$ cat config.mk
export PLATFORM = sky130hd
export DESIGN_NAME = load_cell_adc_serial_reader
export DESIGN_NICKNAME = d
export VERILOG_FILES = /design/src/hw/rtl/lcr_pkg.sv /design/src/hw/rtl/lcr_div.sv /design/src/hw/rtl/load_cell_adc_serial_reader.sv
export SDC_FILE = /design/constraint.sdc
export NUM_CORES = 1
export LEC_CHECK = 0
export BUFFER_PORTS_ARGS = -buffer_cell sky130_fd_sc_hd__buf_2
export CAP_MARGIN = 20
export CORE_MARGIN = 3
export CORE_UTILIZATION = 35
export DETAILED_ROUTE_END_ITERATION = 6
export PLACE_DENSITY = 0.59
export SLEW_MARGIN = 25
export SYNTH_ARGS = -nofsm -noshare
export SYNTH_HDL_FRONTEND = slang
export SYNTH_HIERARCHICAL = 1
export SYNTH_SLANG_ARGS = --single-unit
$ cat constraint.sdc
create_clock -name clk -period 6.2 [get_ports clk]
set_input_delay 0.62 -clock clk [delete_from_list [all_inputs] [get_ports clk]]
set_output_delay 0.62 -clock clk [all_outputs]
set_load 0.05 [all_outputs]
$ cat src/hw/rtl/lcr_pkg.sv
`timescale 1ns / 1ps
`default_nettype none
// ----------------------------------------------------------------------------
// Load-cell reader package
// Shared widths, register indexes and the status bundle of the iterative divider.
// ----------------------------------------------------------------------------
package lcr_pkg;

    // Converter word and weight format.
    localparam int SAMPLE_BITS    = 24;
    localparam int GRAM_FRAC_BITS = 8;
    localparam int GRAMS_WIDTH    = 32;

    // The scale register carries 8 fraction bits of its own.
    localparam int SCALE_FRAC_BITS = 8;
    localparam int DIVISOR_WIDTH   = 32;

    // Dividend is the magnitude shifted up by both fraction widths.
    localparam int DIV_WIDTH = SAMPLE_BITS + GRAM_FRAC_BITS + SCALE_FRAC_BITS;
    localparam int STEP_W    = $clog2(DIV_WIDTH + 1);

    // Register indexes of the configuration channel.
    localparam logic [1:0] CFG_RAW_OFFSET    = 2'd0;
    localparam logic [1:0] CFG_SCALE_Q8      = 2'd1;
    localparam logic [1:0] CFG_READY_TIMEOUT = 2'd2;

    // Status of the shared divider as seen by the sequencer.
    typedef struct packed {
        logic busy;
        logic done;
    } div_status_t;

endpackage
`default_nettype wire

$ cat src/hw/rtl/lcr_div.sv
`timescale 1ns / 1ps
`default_nettype none
// ----------------------------------------------------------------------------
// Load-cell reader divider
// Restoring unsigned divider that retires one quotient bit per cycle.
// ----------------------------------------------------------------------------
module lcr_div
    import lcr_pkg::*;
(
    input  wire logic                     clk,
    input  wire logic                     rst_n,
    input  wire logic                     start,
    input  wire logic [DIV_WIDTH-1:0]     dividend,
    input  wire logic [DIVISOR_WIDTH-1:0] divisor,
    output logic      [DIV_WIDTH-1:0]     quotient,
    output div_status_t                   status
);

    logic [DIV_WIDTH-1:0]     dq_reg;
    logic [DIV_WIDTH-1:0]     dq_next;
    logic [DIVISOR_WIDTH-1:0] rem_reg;
    logic [DIVISOR_WIDTH-1:0] rem_next;
    logic [DIVISOR_WIDTH-1:0] dvs_reg;
    logic [STEP_W-1:0]        cnt_reg;
    logic                     done_reg;

    logic [DIVISOR_WIDTH:0]   trial;
    logic [DIVISOR_WIDTH+1:0] diff;
    logic                     fits;

    // One restoring step: shift in the next dividend bit and try to subtract.
    // A zero divisor always fits, which yields an all-ones quotient.
    always_comb
    begin
        trial    = {rem_reg, dq_reg[DIV_WIDTH-1]};
        diff     = {1'b0, trial} - {2'b00, dvs_reg};
        fits     = ~diff[DIVISOR_WIDTH+1];
        rem_next = fits ? diff[DIVISOR_WIDTH-1:0] : trial[DIVISOR_WIDTH-1:0];
        dq_next  = {dq_reg[DIV_WIDTH-2:0], fits};
    end

    // Step counter and completion pulse.
    always_ff @(posedge clk or negedge rst_n)
    begin
        if (!rst_n)
        begin
            cnt_reg  <= '0;
            done_reg <= 1'b0;
        end
        else
        begin
            done_reg <= (cnt_reg == STEP_W'(1));
            if (start)
            begin
                cnt_reg <= STEP_W'(DIV_WIDTH);
            end
            else if (cnt_reg != '0)
            begin
                cnt_reg <= STEP_W'(cnt_reg - 1'b1);
            end
        end
    end

    // Datapath: the dividend shifts out of the quotient register as bits enter.
    always_ff @(posedge clk)
    begin
        if (start)
        begin
            dq_reg  <= dividend;
            rem_reg <= '0;
            dvs_reg <= divisor;
        end
        else if (cnt_reg != '0)
        begin
            dq_reg  <= dq_next;
            rem_reg <= rem_next;
        end
    end

    assign quotient    = dq_reg;
    assign status.busy = (cnt_reg != '0);
    assign status.done = done_reg;

endmodule
`default_nettype wire

$ cat src/hw/rtl/load_cell_adc_serial_reader.sv
`timescale 1ns / 1ps
`default_nettype none
// ----------------------------------------------------------------------------
// Load-cell converter serial reader
// Bit-bangs a 24-bit bridge converter one tick per input beat and scales the
// finished sample to signed Q8 grams.
// ----------------------------------------------------------------------------
// Each input beat is one timing tick and produces exactly one output beat
// carrying the clock level to drive for that tick. For an ordinary tick the
// result is registered and the next tick is taken as soon as the output
// register is free. A tick that ends a reading (the final low tick of the
// gain-select pulse, or a ready timeout) starts the shared restoring divider,
// which produces one quotient bit per cycle over 40 bits; in_stall stays high
// until that tick's result is registered, so no new tick is taken while the
// division is under way. Configuration writes are always taken (cfg_ready is
// tied high) and must only be issued while no reading result is outstanding.
module load_cell_adc_serial_reader
    import lcr_pkg::*;
(
    input  wire logic                          clk,
    input  wire logic                          rst_n,
    // Tick input channel.
    input  wire logic                          in_valid,
    output logic                               in_stall,
    input  wire logic                          request,
    input  wire logic                          data_level,
    // Result output channel.
    output logic                               out_valid,
    input  wire logic                          out_stall,
    output logic                               sck_level,
    output logic                               busy_res,
    output logic                               done_res,
    output logic                               timed_out,
    output logic        [SAMPLE_BITS-1:0]      raw_count,
    output logic signed [GRAMS_WIDTH-1:0]      grams_q8,
    // Configuration write channel.
    input  wire logic                          cfg_valid,
    output logic                               cfg_ready,
    input  wire logic   [1:0]                  cfg_index,
    input  wire logic   [DIVISOR_WIDTH-1:0]    cfg_data
);

    localparam int TIMEOUT_W = 20;
    localparam int BIT_W     = $clog2(SAMPLE_BITS + 1);

    localparam logic [SAMPLE_BITS-1:0]   OFFSET_RESET  = '0;
    localparam logic [DIVISOR_WIDTH-1:0] SCALE_RESET   = DIVISOR_WIDTH'(256);
    localparam logic [TIMEOUT_W-1:0]     TIMEOUT_RESET = TIMEOUT_W'(200000);

    localparam logic [SAMPLE_BITS-1:0] SIGN_FLIP = {1'b1, {(SAMPLE_BITS-1){1'b0}}};
    localparam logic [GRAMS_WIDTH-1:0] GRAMS_MAX = {1'b0, {(GRAMS_WIDTH-1){1'b1}}};
    localparam logic [GRAMS_WIDTH-1:0] GRAMS_MIN = {1'b1, {(GRAMS_WIDTH-1){1'b0}}};
    localparam int SHIFT_BITS = GRAM_FRAC_BITS + SCALE_FRAC_BITS;

    // Bus phases.
    localparam logic [2:0] PH_IDLE  = 3'd0;
    localparam logic [2:0] PH_WAIT  = 3'd1;
    localparam logic [2:0] PH_HIGH  = 3'd2;
    localparam logic [2:0] PH_LOW   = 3'd3;
    localparam logic [2:0] PH_XHIGH = 3'd4;
    localparam logic [2:0] PH_XLOW  = 3'd5;

    // Configuration registers.
    logic [SAMPLE_BITS-1:0]   raw_offset_reg;
    logic [DIVISOR_WIDTH-1:0] scale_q8_reg;
    logic [TIMEOUT_W-1:0]     ready_timeout_reg;

    // Sequencer state.
    logic [2:0]               phase_reg;
    logic [2:0]               phase_next;
    logic [TIMEOUT_W-1:0]     wait_count_reg;
    logic [TIMEOUT_W-1:0]     wait_count_next;
    logic [BIT_W-1:0]         bit_index_reg;
    logic [BIT_W-1:0]         bit_index_next;
    logic [SAMPLE_BITS-1:0]   shift_word_reg;
    logic [SAMPLE_BITS-1:0]   shift_word_next;
    logic [GRAMS_WIDTH-1:0]   last_grams_reg;
    logic                     wait_div_reg;
    logic                     neg_reg;
    logic                     mag_zero_reg;

    // Output register.
    logic                     out_valid_reg;
    logic                     sck_level_reg;
    logic                     busy_res_reg;
    logic                     done_res_reg;
    logic                     timed_out_reg;
    logic [SAMPLE_BITS-1:0]   raw_count_reg;

    // Per-tick results.
    logic                     tick_sck;
    logic                     tick_busy;
    logic                     tick_done;
    logic                     tick_tmo;
    logic [SAMPLE_BITS-1:0]   tick_raw;

    logic                     in_accept;
    logic                     div_start;
    logic [SAMPLE_BITS:0]     diff;
    logic                     diff_neg;
    logic [SAMPLE_BITS-1:0]   mag;
    logic [DIV_WIDTH-1:0]     dividend;
    logic [DIV_WIDTH-1:0]     quotient;
    div_status_t              div_stat;
    logic                     q_big;
    logic [GRAMS_WIDTH-1:0]   grams_sat;

    assign cfg_ready = 1'b1;
    assign in_stall  = wait_div_reg | (out_valid_reg & out_stall);
    assign in_accept = in_valid & ~in_stall;

    // Configuration writes; unknown indexes are dropped.
    always_ff @(posedge clk or negedge rst_n)
    begin
        if (!rst_n)
        begin
            raw_offset_reg    <= OFFSET_RESET;
            scale_q8_reg      <= SCALE_RESET;
            ready_timeout_reg <= TIMEOUT_RESET;
        end
        else if (cfg_valid && cfg_ready)
        begin
            case (cfg_index)
                CFG_RAW_OFFSET:    raw_offset_reg    <= cfg_data[SAMPLE_BITS-1:0];
                CFG_SCALE_Q8:      scale_q8_reg      <= cfg_data;
                CFG_READY_TIMEOUT: ready_timeout_reg <= cfg_data[TIMEOUT_W-1:0];
                default:           ;
            endcase
        end
    end

    // Tick sequencer: clock level, wait countdown and bit capture.
    always_comb
    begin
        phase_next      = phase_reg;
        wait_count_next = wait_count_reg;
        bit_index_next  = bit_index_reg;
        shift_word_next = shift_word_reg;
        tick_sck        = 1'b0;
        tick_busy       = 1'b1;
        tick_done       = 1'b0;
        tick_tmo        = 1'b0;
        tick_raw        = '0;
        case (phase_reg)
            PH_IDLE:
            begin
                tick_busy = 1'b0;
                if (request)
                begin
                    tick_busy       = 1'b1;
                    wait_count_next = ready_timeout_reg;
                    phase_next      = PH_WAIT;
                end
            end
            PH_WAIT:
            begin
                if (!data_level)
                begin
                    bit_index_next  = '0;
                    shift_word_next = '0;
                    phase_next      = PH_HIGH;
                end
                else if (wait_count_reg <= TIMEOUT_W'(1))
                begin
                    // Converter never came ready: finish with raw zero.
                    wait_count_next = '0;
                    tick_done       = 1'b1;
                    tick_tmo        = 1'b1;
                    tick_busy       = 1'b0;
                    phase_next      = PH_IDLE;
                end
                else
                begin
                    wait_count_next = TIMEOUT_W'(wait_count_reg - 1'b1);
                end
            end
            PH_HIGH:
            begin
                tick_sck   = 1'b1;
                phase_next = PH_LOW;
            end
            PH_LOW:
            begin
                shift_word_next = {shift_word_reg[SAMPLE_BITS-2:0], data_level};
                bit_index_next  = BIT_W'(bit_index_reg + 1'b1);
                phase_next      = (bit_index_next >= BIT_W'(SAMPLE_BITS)) ? PH_XHIGH
                                                                          : PH_HIGH;
            end
            PH_XHIGH:
            begin
                tick_sck   = 1'b1;
                phase_next = PH_XLOW;
            end
            default:
            begin
                // Low half of the gain-select pulse ends the reading.
                tick_raw   = shift_word_reg ^ SIGN_FLIP;
                tick_done  = 1'b1;
                tick_busy  = 1'b0;
                phase_next = PH_IDLE;
            end
        endcase
    end

    // Signed difference against the tare offset, taken apart into sign and size.
    always_comb
    begin
        diff     = {1'b0, tick_raw} - {1'b0, raw_offset_reg};
        diff_neg = diff[SAMPLE_BITS];
        mag      = diff_neg ? SAMPLE_BITS'(-diff) : diff[SAMPLE_BITS-1:0];
        dividend = {mag, {SHIFT_BITS{1'b0}}};
    end

    assign div_start = in_accept & tick_done;

    lcr_div u_div
    (
        .clk      (clk),
        .rst_n    (rst_n),
        .start    (div_start),
        .dividend (dividend),
        .divisor  (scale_q8_reg),
        .quotient (quotient),
        .status   (div_stat)
    );

    // Saturate the quotient to the signed weight range and apply the sign.
    // A zero difference weighs zero even when the scale is zero.
    always_comb
    begin
        q_big = |quotient[DIV_WIDTH-1:GRAMS_WIDTH-1];
        if (mag_zero_reg)
        begin
            grams_sat = '0;
        end
        else if (neg_reg)
        begin
            grams_sat = q_big ? GRAMS_MIN : GRAMS_WIDTH'(-quotient[GRAMS_WIDTH-1:0]);
        end
        else
        begin
            grams_sat = q_big ? GRAMS_MAX : quotient[GRAMS_WIDTH-1:0];
        end
    end

    // Control state.
    always_ff @(posedge clk or negedge rst_n)
    begin
        if (!rst_n)
        begin
            phase_reg      <= PH_IDLE;
            wait_count_reg <= '0;
            bit_index_reg  <= '0;
            shift_word_reg <= '0;
            last_grams_reg <= '0;
            wait_div_reg   <= 1'b0;
            out_valid_reg  <= 1'b0;
        end
        else
        begin
            if (in_accept)
            begin
                phase_reg      <= phase_next;
                wait_count_reg <= wait_count_next;
                bit_index_reg  <= bit_index_next;
                shift_word_reg <= shift_word_next;
            end

            if (div_stat.done)
            begin
                last_grams_reg <= grams_sat;
            end

            if (div_start)
            begin
                wait_div_reg <= 1'b1;
            end
            else if (div_stat.done)
            begin
                wait_div_reg <= 1'b0;
            end

            // A result is shown at once for ordinary ticks, after division otherwise.
            if ((in_accept && !tick_done) || div_stat.done)
            begin
                out_valid_reg <= 1'b1;
            end
            else if (out_valid_reg && !out_stall)
            begin
                out_valid_reg <= 1'b0;
            end
        end
    end

    // Output payload and the sign held across the division.
    always_ff @(posedge clk)
    begin
        if (in_accept)
        begin
            sck_level_reg <= tick_sck;
            busy_res_reg  <= tick_busy;
            done_res_reg  <= tick_done;
            timed_out_reg <= tick_tmo;
            raw_count_reg <= tick_raw;
            neg_reg       <= diff_neg;
            mag_zero_reg  <= (mag == '0);
        end
    end

    assign out_valid = out_valid_reg;
    assign sck_level = sck_level_reg;
    assign busy_res  = busy_res_reg;
    assign done_res  = done_res_reg;
    assign timed_out = timed_out_reg;
    assign raw_count = raw_count_reg;
    assign grams_q8  = last_grams_reg;

    // The divider only finishes for a reading that is waiting on it.
    assert property (@(posedge clk) disable iff (!rst_n)
        div_stat.done |-> wait_div_reg)
        else $error("divider finished with no reading pending");

    // A finished division shows a done beat in the next cycle.
    assert property (@(posedge clk) disable iff (!rst_n)
        div_stat.done |=> (out_valid_reg && done_res_reg))
        else $error("division result not presented as a done beat");

    // A done beat never reports busy.
    assert property (@(posedge clk) disable iff (!rst_n)
        (out_valid_reg && done_res_reg) |-> !busy_res_reg)
        else $error("done beat flagged busy");

    // A timeout carries a zero raw count.
    assert property (@(posedge clk) disable iff (!rst_n)
        (out_valid_reg && timed_out_reg) |-> (done_res_reg && (raw_count_reg == '0)))
        else $error("timeout beat with raw data");

    // The clock line is only driven high during a reading.
    assert property (@(posedge clk) disable iff (!rst_n)
        (out_valid_reg && sck_level_reg) |-> busy_res_reg)
        else $error("clock high outside a reading");

endmodule
`default_nettype wire
## Word level (Yosys, flattened, before mapping)

Index checks and enable logic that the tools add are counted.

- Add/subtract/negate cells: 7
- Multiply operators: 0
- Div/mod/pow operators: 0
- $lt $le $gt $ge: 2
- Equality and inequality tests: 11
- Shifts and indexed selects: 0
- Muxes and demuxes: 36
- Bitwise operators: 7
- Reductions and logical operators: 25

Operators by type and width:

| operator | number |
|---|---|
| 2-to-1 mux 32 bit | 5 |
| 2-to-1 mux 40 bit | 2 |
| 2-to-1 mux 24 bit | 3 |
| 2-to-1 mux 20 bit | 3 |
| case mux 24 bit (2 select lines) | 1 |
| case mux 20 bit (2 select lines) | 1 |
| subtractor 33 x 32 -> 34 bit | 1 |
| negation 32 bit | 1 |
| subtractor 24 x 24 -> 25 bit | 1 |
| logical NOT 24 bit | 1 |
| negation 24 bit | 1 |
| <= comparator 20 x 1 -> 1 bit, second input constant | 1 |
| subtractor 20 x 1 -> 20 bit, second input constant | 1 |
| case mux 3 bit (5 select lines) | 1 |
| 2-to-1 mux 3 bit | 4 |
| 2-to-1 mux 6 bit | 2 |
| 2-to-1 mux 1 bit | 10 |
| case mux 5 bit (2 select lines) | 1 |
| nonzero test 2 bit | 5 |
| OR reduction 9 bit | 1 |
| equality test 3 x 2 -> 1 bit, second input constant | 2 |
| equality test 6 x 1 -> 1 bit, second input constant | 1 |
| inequality test 2 bit, second input constant | 3 |
| AND reduction 2 bit | 3 |
| other kinds (26) | 33 |

- Flip-flop bits (word level): 303
- Bits in latches: 0
- Bits in writable memories: 0
- ROM bits: 0
- Bits of input ports: 41
- Output and inout port bits: 63
- Logic and storage cells: 111
- Memories: 0

## Longest topological paths before layout

Gate-level depths: netlist of run 1.

- Word-level depth: 8
- Mapped depth: 20
- Gate-level depth less buffers: 17

## Hierarchy

Netlist of run 1, hierarchy kept.

Modules (own cells, without submodules):

| module | instances | cells an instance | area each (µm²) | sequential area each (µm²) |
|---|---|---|---|---|
| load_cell_adc_serial_reader | 1 | 1115 | 10872.9 | 4963.5 |
| lcr_div | 1 | 572 | 6043.3 | 2977.9 |

## Worst setup path before layout of run 1

OpenSTA, ideal clock, no wires.

- Kind: register -> register
- From: reg wait_count_reg[8]
- To: reg u_div.dq_reg[0] (netlist: u_div/quotient[0]) (enable)
- Library setup time: 0.404 ns
- Data arrival time: 4.307 ns
- Required time: 5.796 ns
- Path slack: 1.489 ns
- Cell stages (with the launch flop): 12
- Buffers on the path: 3
- Period minus slack after synthesis: 4.711 ns
- Cell sequence: dfrtp_1 > nor4_1 > nand2b_1 > nor3_1 > and3_1 > clkbuf_1 > nand2_1 > o21ai_0 > and2_1 > clkbuf_1 > clkbuf_1 > nand2b_1

- Longest elaborated chain between the ends: 5

RTL lines:

| item | line | RTL |
|---|---|---|
| start, declared | load_cell_adc_serial_reader.sv:71 | `logic [TIMEOUT_W-1:0] wait_count_reg;` |
| start signal, assigned | load_cell_adc_serial_reader.sv:264 | `wait_count_reg <= wait_count_next;` |
| <= comparator 20 x 1 -> 1 bit | load_cell_adc_serial_reader.sv:163 | `else if (wait_count_reg <= TIMEOUT_W'(1))` |
| 2-to-1 mux 1 bit | load_cell_adc_serial_reader.sv:163 |  |
| 2-to-1 mux 1 bit | load_cell_adc_serial_reader.sv:157 | `if (!data_level)` |
| case mux 1 bit (2 select lines) | load_cell_adc_serial_reader.sv:144 | `case (phase_reg)` |
| net tick_done | load_cell_adc_serial_reader.sv:93 | `logic tick_done;` |
| AND 1 bit | load_cell_adc_serial_reader.sv:214 | `assign div_start = in_accept & tick_done;` |
| net div_start | load_cell_adc_serial_reader.sv:98 | `logic div_start;` |
| end signal, assigned | lcr_div.sv:69 | `dq_reg <= dividend;` |
| end signal, assigned | lcr_div.sv:75 | `dq_reg <= dq_next;` |
| end, declared | lcr_div.sv:19 | `logic [DIV_WIDTH-1:0] dq_reg;` |

The timed path passes the listed nets, and every way through them passes these cells.
A chain may end at the register's enable or synchronous reset.

## Final worst setup path of run 1

- From: reg phase_reg[0]
- To: reg mag_zero_reg (data pin)

- Longest elaborated chain between the ends: 7
- Elaborated cells between the ends (all ways): 11
- Classes of those cells: add/sub (2); eq/ne (4); mux (2); reduce/logical (3)

RTL lines:

| item | line | RTL |
|---|---|---|
| start, declared | load_cell_adc_serial_reader.sv:69 | `logic [2:0] phase_reg;` |
| start signal, assigned | load_cell_adc_serial_reader.sv:263 | `phase_reg <= phase_next;` |
| equality test 3 x 1 -> 1 bit, or another cell as far along | load_cell_adc_serial_reader.sv:144 |  |
| OR reduction 5 bit (no source line) * | n/a |  |
| 2-to-1 mux 24 bit * | load_cell_adc_serial_reader.sv:144 |  |
| subtractor 24 x 24 -> 25 bit * | load_cell_adc_serial_reader.sv:208 | `diff = {1'b0, tick_raw} - {1'b0, raw_offset_reg};` |
| negation 24 bit | load_cell_adc_serial_reader.sv:210 | `mag = diff_neg ? SAMPLE_BITS'(-diff) : diff[SAMPLE_BITS-1:0];` |
| 2-to-1 mux 24 bit * | load_cell_adc_serial_reader.sv:210 |  |
| net mag[19] | load_cell_adc_serial_reader.sv:101 | `logic [SAMPLE_BITS-1:0] mag;` |
| logical NOT 24 bit * | load_cell_adc_serial_reader.sv:306 | `mag_zero_reg <= (mag == '0);` |
| end signal, assigned | load_cell_adc_serial_reader.sv:306 |  |
| end, declared | load_cell_adc_serial_reader.sv:80 | `logic mag_zero_reg;` |

The timed path passes the listed nets; every way through them passes the cells marked *.

==> metrics, run 1 <==
CTS Buf Count=36; Design Area, Final=0.0193 mm²; RSZ-0062 raised after global routing=false; largest net degree at the start of global routing=61; Mean Syn Cell Area=10.0 µm²; site row count=79; # clock sinks=303; share of layout cells above drive strength 1=17.5%; GR Overflow Total=0; Worst EP required=6.57 ns; Clk pin slew, worst setup/hold paths=0.06 ns; number of max-cap violations=0; first-pass GRT wire length=67900 µm; DR vias=13000; worst r2r src=phase_reg[0]; I/O pin count=104; Rel. slew slack=31.3%; Buf+Inv Stages, Crit Path=1; Final Hold Slack=0.0491 ns; leakage power figure=0.00806 µW; R2R depth=17; placed insts=2339; Die X=226 µm; Seq/Total Area, Yosys=46.9%; worst-path cell chain=nor2_1, nor2b_1, buf_4, nand2_1, ha_1, fa_1, nor2b_2, o31ai_4, a211oi_1, nor2_1, xnor2_2, nor4b_2, a41oi_2, xnor2_1, or4_1, nor3_2, nor4b_4; Die Area=0.0510 mm²; flops & latches, synth=303; Synth async-reset ratio=55.8%; Worst Setup SP=phase_reg[0]; detailed placer's ending HPWL=30000 µm; post-route ant nets=0; Core Util, Final=40.9%; Port Buffer Count=102; CORE AREA=0.0471 mm²; antenna violations before repair=0; Avg Vias per Cell=5.39; Crit. End Element=register; final-stage net count=1878; startpoint types=register; Worst-Skew Late Latency=0.55 ns; Total Routing Usage GR=16.5%; Antenna diodes=0; Max Slew Vio Count=0; cell mode on critical path=nor2_1; CTS tree=done; reg2reg end=mag_zero_reg; Worst VDD drop=0.000210 V; sum of negative setup slack=0 ns; post-CTS resize count=0; final number of setup-violating endpoints=0; Crit path arrival time=5.24 ns; Post-CTS Setup Inserts=0; ys flop type=dfrtp_1; Starting Density=35.9%; min cycle time layout=4.87 ns; slowest CP cell=or4_1; final std cells w/o fill=2406; Cell Pwr Density=416 mW/mm²; Post-Route WL=41800 µm; Root Buffer=clkbuf_16; Crit path largest cell delay=0.54 ns; flop2flop setup slack=1.33 ns; Achievable Freq=205 MHz; Final Skew=0.0252 ns; GP Congestion=0.813; CP top delay family=simple AND/OR/NAND/NOR gates; Syn Inst Count=1687; Slew @ Worst Pin=1.03 ns; placed cell area=0.0180 mm²; DR WL/cell=17.4 µm; Iter 0 DRT Violations=822; vias in the first global route=12500; crit share post-route=78.6%; buffer depth of the longest clock path=3; number of library cell types mapped by synthesis=94; Hold Vio Cnt, Final=0; crit-path max FO=23; CTS Hold Buffers Added=0; status=complete, no violations; max FFs per register=40; Area growth syn-to-layout=13.9%; H-tree depth=2; Pre-antenna DRT Iters=5; HP Class=input port to async pin; synth warn=6; Post-synth EDFFs=102; crit path kind=register to register; DRC=0; post-synth design cell area=0.0169 mm²; die height=226 µm
==> stage by stage <==
stage               total power, µW  setup WS (ns)
floorplan                      5200           1.49
global placement               5800           1.52
detailed placement             5860           1.36
CTS                            8100           1.33
global route                   8580          0.928
finish                         8010           1.33
==> area by class of cell <==
type / count / area [µm²]
fill: 4554 / 27900
clock inverter: 13 / 175
inverter: 92 / 345
tap: 607 / 759
timing repair buffer: 119 / 648
sequential: 303 / 7940
clock buffer: 53 / 1070
multi-input combinational: 1219 / 8330
==> layout by cell type (no fill, tap or decap), types with 20 or more instances in the layout <==
master and n:
nor3_1 43, o31ai_1 20, a211oi_1 52, xor2_1 29
o21ai_0 123, a21oi_1 94, a21o_1 20, mux2_2 94
inv_1 89, a22o_1 26, edfxtp_1 102, ha_1 64
xnor2_1 45, nand2_1 128, clkbuf_16 37, nor2_1 142
dfxtp_1 32, o2bb2ai_1 28, dfrtp_1 162, and2_1 26
buf_2 101
==> layer usage <==
layer / share of wire [%] / vias to the layer above / routed length, µm / global-route usage [%]
met1: 50 / 6308 / 20900 / 24.4
li1: - / 6330 / - / -
met2: 44 / 275 / 18400 / 25.3
met5: 0 / - / 0 / 0
met4: 1.8 / 0 / 734 / 4.14
met3: 4.3 / 47 / 1800 / 2.57
==> cell usage after synthesis (26+ instances only) <==
cell type  count  area, µm²
a211oi_1      52        390
xnor2_1       45        394
nor2_1       142        533
nor3_1        43        215
dfxtp_1       32        641
dfrtp_1      162       4050
nand2_1      128        480
ha_1          64        801
inv_1         89        334
clkbuf_1      65        244
mux2_2        94       1060
xor2_1        29        254
and2_1        27        169
o2bb2ai_1     28        245
a22o_1        26        228
o21ai_0      123        616
a21oi_1       94        470
edfxtp_1     102       3060
==> power by group <==
| part | leakage, µW | internal (µW) | switching (µW) |
|---|---|---|---|
| registers | 0.00340 | 2670 | 411 |
| clock network | 0.000608 | 1330 | 858 |
| logic | 0.00405 | 1100 | 1640 |
==> worst max path at each step <==
stage | endpoint | slack, ns | depth (start not counted)
final | mag_zero_reg | 1.33 | 17
after global routing | mag_zero_reg | 0.93 | 18
after CTS | mag_zero_reg | 1.33 | 17
after detailed placement | mag_zero_reg | 1.36 | 17
after global placement | mag_zero_reg | 1.52 | 18
after floorplan | u_div/quotient[0] | 1.49 | 11
==> logic make-up (layout without fill, tap and decap cells) <==
logic type / after synthesis / count (layout) / synth area share [%]
compound gates: 481 / 481 / 18.9
simple gates: 469 / 469 / 13.6
flops: 303 / 303 / 46.9
buf+inv: 180 / 277 / 4.25
mux: 110 / 110 / 7.21
xor+xnor: 76 / 76 / 4.06
fa+ha+maj: 66 / 66 / 4.97
other cells: 2 / 17 / 0.0444
No activity file was read; power rests on OpenSTA's default activity.
==> run 2, diff against run 1 <==
==> constraint.sdc (replaced) <==
create_clock -name clk -period 4.6 [get_ports clk]
set_input_delay 0.46 -clock clk [delete_from_list [all_inputs] [get_ports clk]]
set_output_delay 0.46 -clock clk [all_outputs]
set_load 0.05 [all_outputs]
==> metrics, run 2 (synthesis results as in run 1) <==
most common cell after layout, fill and taps aside=dfrtp_1; Iter 0 DRT Violations=717; area of the multi-input gates=0.00836 mm²; Antenna diodes=0; Logic pwr share=35.3%; worst-path cell chain=nor2_1, nor2b_1, buf_12, and2_1, ha_1, o211ai_1, nor2b_2, a211oi_1, a221oi_2, and4_4, nor4b_4, a41oi_2, xnor2_1, or4_1, nor3_2, nor4b_4; Port Buffer Count=102; min cycle time layout=4.25 ns; Total Routing Usage GR=16.5%; largest net degree at the start of global routing=92; Clk pin slew, worst setup/hold paths=0.06 ns; placed cell area=0.0182 mm²; Worst VDD drop=0.000329 V; Starting Density=35.9%; Post-Route WL=42100 µm; Die Area=0.0510 mm²; final std cells w/o fill=2426; I/O pin count=104; Clock power frac=25.6%; # clock sinks=303; DR vias=13000; DRC=0; internal power=6700 µW; antenna violations before repair=0; Hold Vio Cnt, Final=0; slowest CP cell=or4_1; max FFs per register=40; Pre-antenna DRT Iters=5; final number of setup-violating endpoints=0; sum of negative setup slack=0 ns; Worst EP required=4.97 ns; Achievable Freq=235 MHz; Rel. slew slack=37.5%; Sw Share=36.9%; Flop pwr share=39.1%; Area growth syn-to-layout=14.6%; post-route ant nets=0; Post-CTS Setup Inserts=0; Root Buffer=clkbuf_16; placed insts=2361; first-pass GRT wire length=68100 µm; H-tree depth=2; Cell Pwr Density=548 mW/mm²; Final Worst Setup Slack=0.349 ns; vias in the first global route=12700; leakage power figure=0.00814 µW; Crit. End Element=register; Die X=226 µm; CTS Hold Buffers Added=0; Avg Vias per Cell=5.37; share of layout cells above drive strength 1=18.6%; commonest non-fill, non-tap cells in the layout=162 x dfrtp_1, 142 x nor2_1, 128 x nand2_1; pre-CTS WS=0.205 ns; CORE AREA=0.0471 mm²; Crit path largest cell delay=0.55 ns; Worst-Skew Late Latency=0.54 ns; site row count=79; Slew @ Worst Pin=0.937 ns; Crit path arrival time=4.63 ns; Psw=3920 µW; Design Area, Final=0.0194 mm²; Max Slew Vio Count=0; final-stage net count=1900; crit-path max FO=23; detailed placer's ending HPWL=30200 µm; post-CTS resize count=0; cell mode on critical path=nor4b_4; CTS tree=done; status=complete, no violations; Final Hold Slack=0.00672 ns; crit share post-route=92.4%; fillers=4542; CTS Buf Count=35; startpoint types=register; Seq. cell area=0.00794 mm²; number of max-cap violations=0; GP Congestion=0.900; GR Overflow Total=0; DR WL/cell=17.4 µm; RSZ-0062 raised after global routing=false; buffer depth of the longest clock path=3; HP Class=input port to async pin; Final Skew=0.0128 ns; crit path kind=register to register; die height=226 µm
## run 2: cell count changes in the layout (fill, tap and decap cells not counted), moves of 2 or more
cell	before	now
a21oi_1	94	92
clkinvlp_4	1	4
a21oi_2	2	4
clkbuf_8	8	6
buf_4	16	37
bufinv_16	3	0
## run 2: per-stage QoR
step                power (µW)  util (%)
floorplan                 7010         -
global placement          7860      38.6
detailed placement        7940      38.6
CTS                      10700      41.0
global route             11400      41.1
finish                   10600      41.1
## run 2: power groups by stage
stage	sequential, µW	combinational, µW	clock [µW]
final	4150	3750	2720
after global routing	4260	4180	2930
after CTS	4150	3770	2810
after detailed placement	4190	3750	0
after global placement	4180	3680	0
after floorplan	4400	2610	0
## run 2: final cells by class
class	count	share of cell area, %
Timing Repair Buffer	142	4.34
Sequential cell	303	41.0
Clock inverter	13	0.478
Clock buffer	50	5.34
Tap cell	607	3.92
Multi-Input combinational cell	1219	43.2
Inverter	92	1.78
## run 2: worst paths after layout
path,slack (ns),endpoint,start,cells past startpoint
max reg2reg,0.35,mag_zero_reg,phase_reg[1],16
max,0.35,mag_zero_reg,phase_reg[1],16
max in group asynchronous,3.47,ready_timeout_reg[11],rst_n,2
min,0.007,shift_word_reg[0],rst_n,1
min in group clk,0.16,scale_q8_reg[27],cfg_data[27],2
min reg2reg,0.45,u_div/dvs_reg[22],scale_q8_reg[22],0
## run 2: worst max-delay path, delay by kind of cell (launching register included)
kind	cells	cell delay, ns
compound gates	4	0.88
xor+xnor	1	0.18
simple gates	9	2.12
flops	1	0.39
fa+ha+maj	1	0.36
buf+inv	1	0.15
## run 2: per-layer routing
metal / global-route usage (%) / wire length [µm] / vias up
met5: 0 / 0 / -
met4: 4.74 / 956 / 0
met3: 2.52 / 1790 / 61
met2: 25.4 / 18600 / 269
met1: 24.1 / 20800 / 6326
li1: - / - / 6365
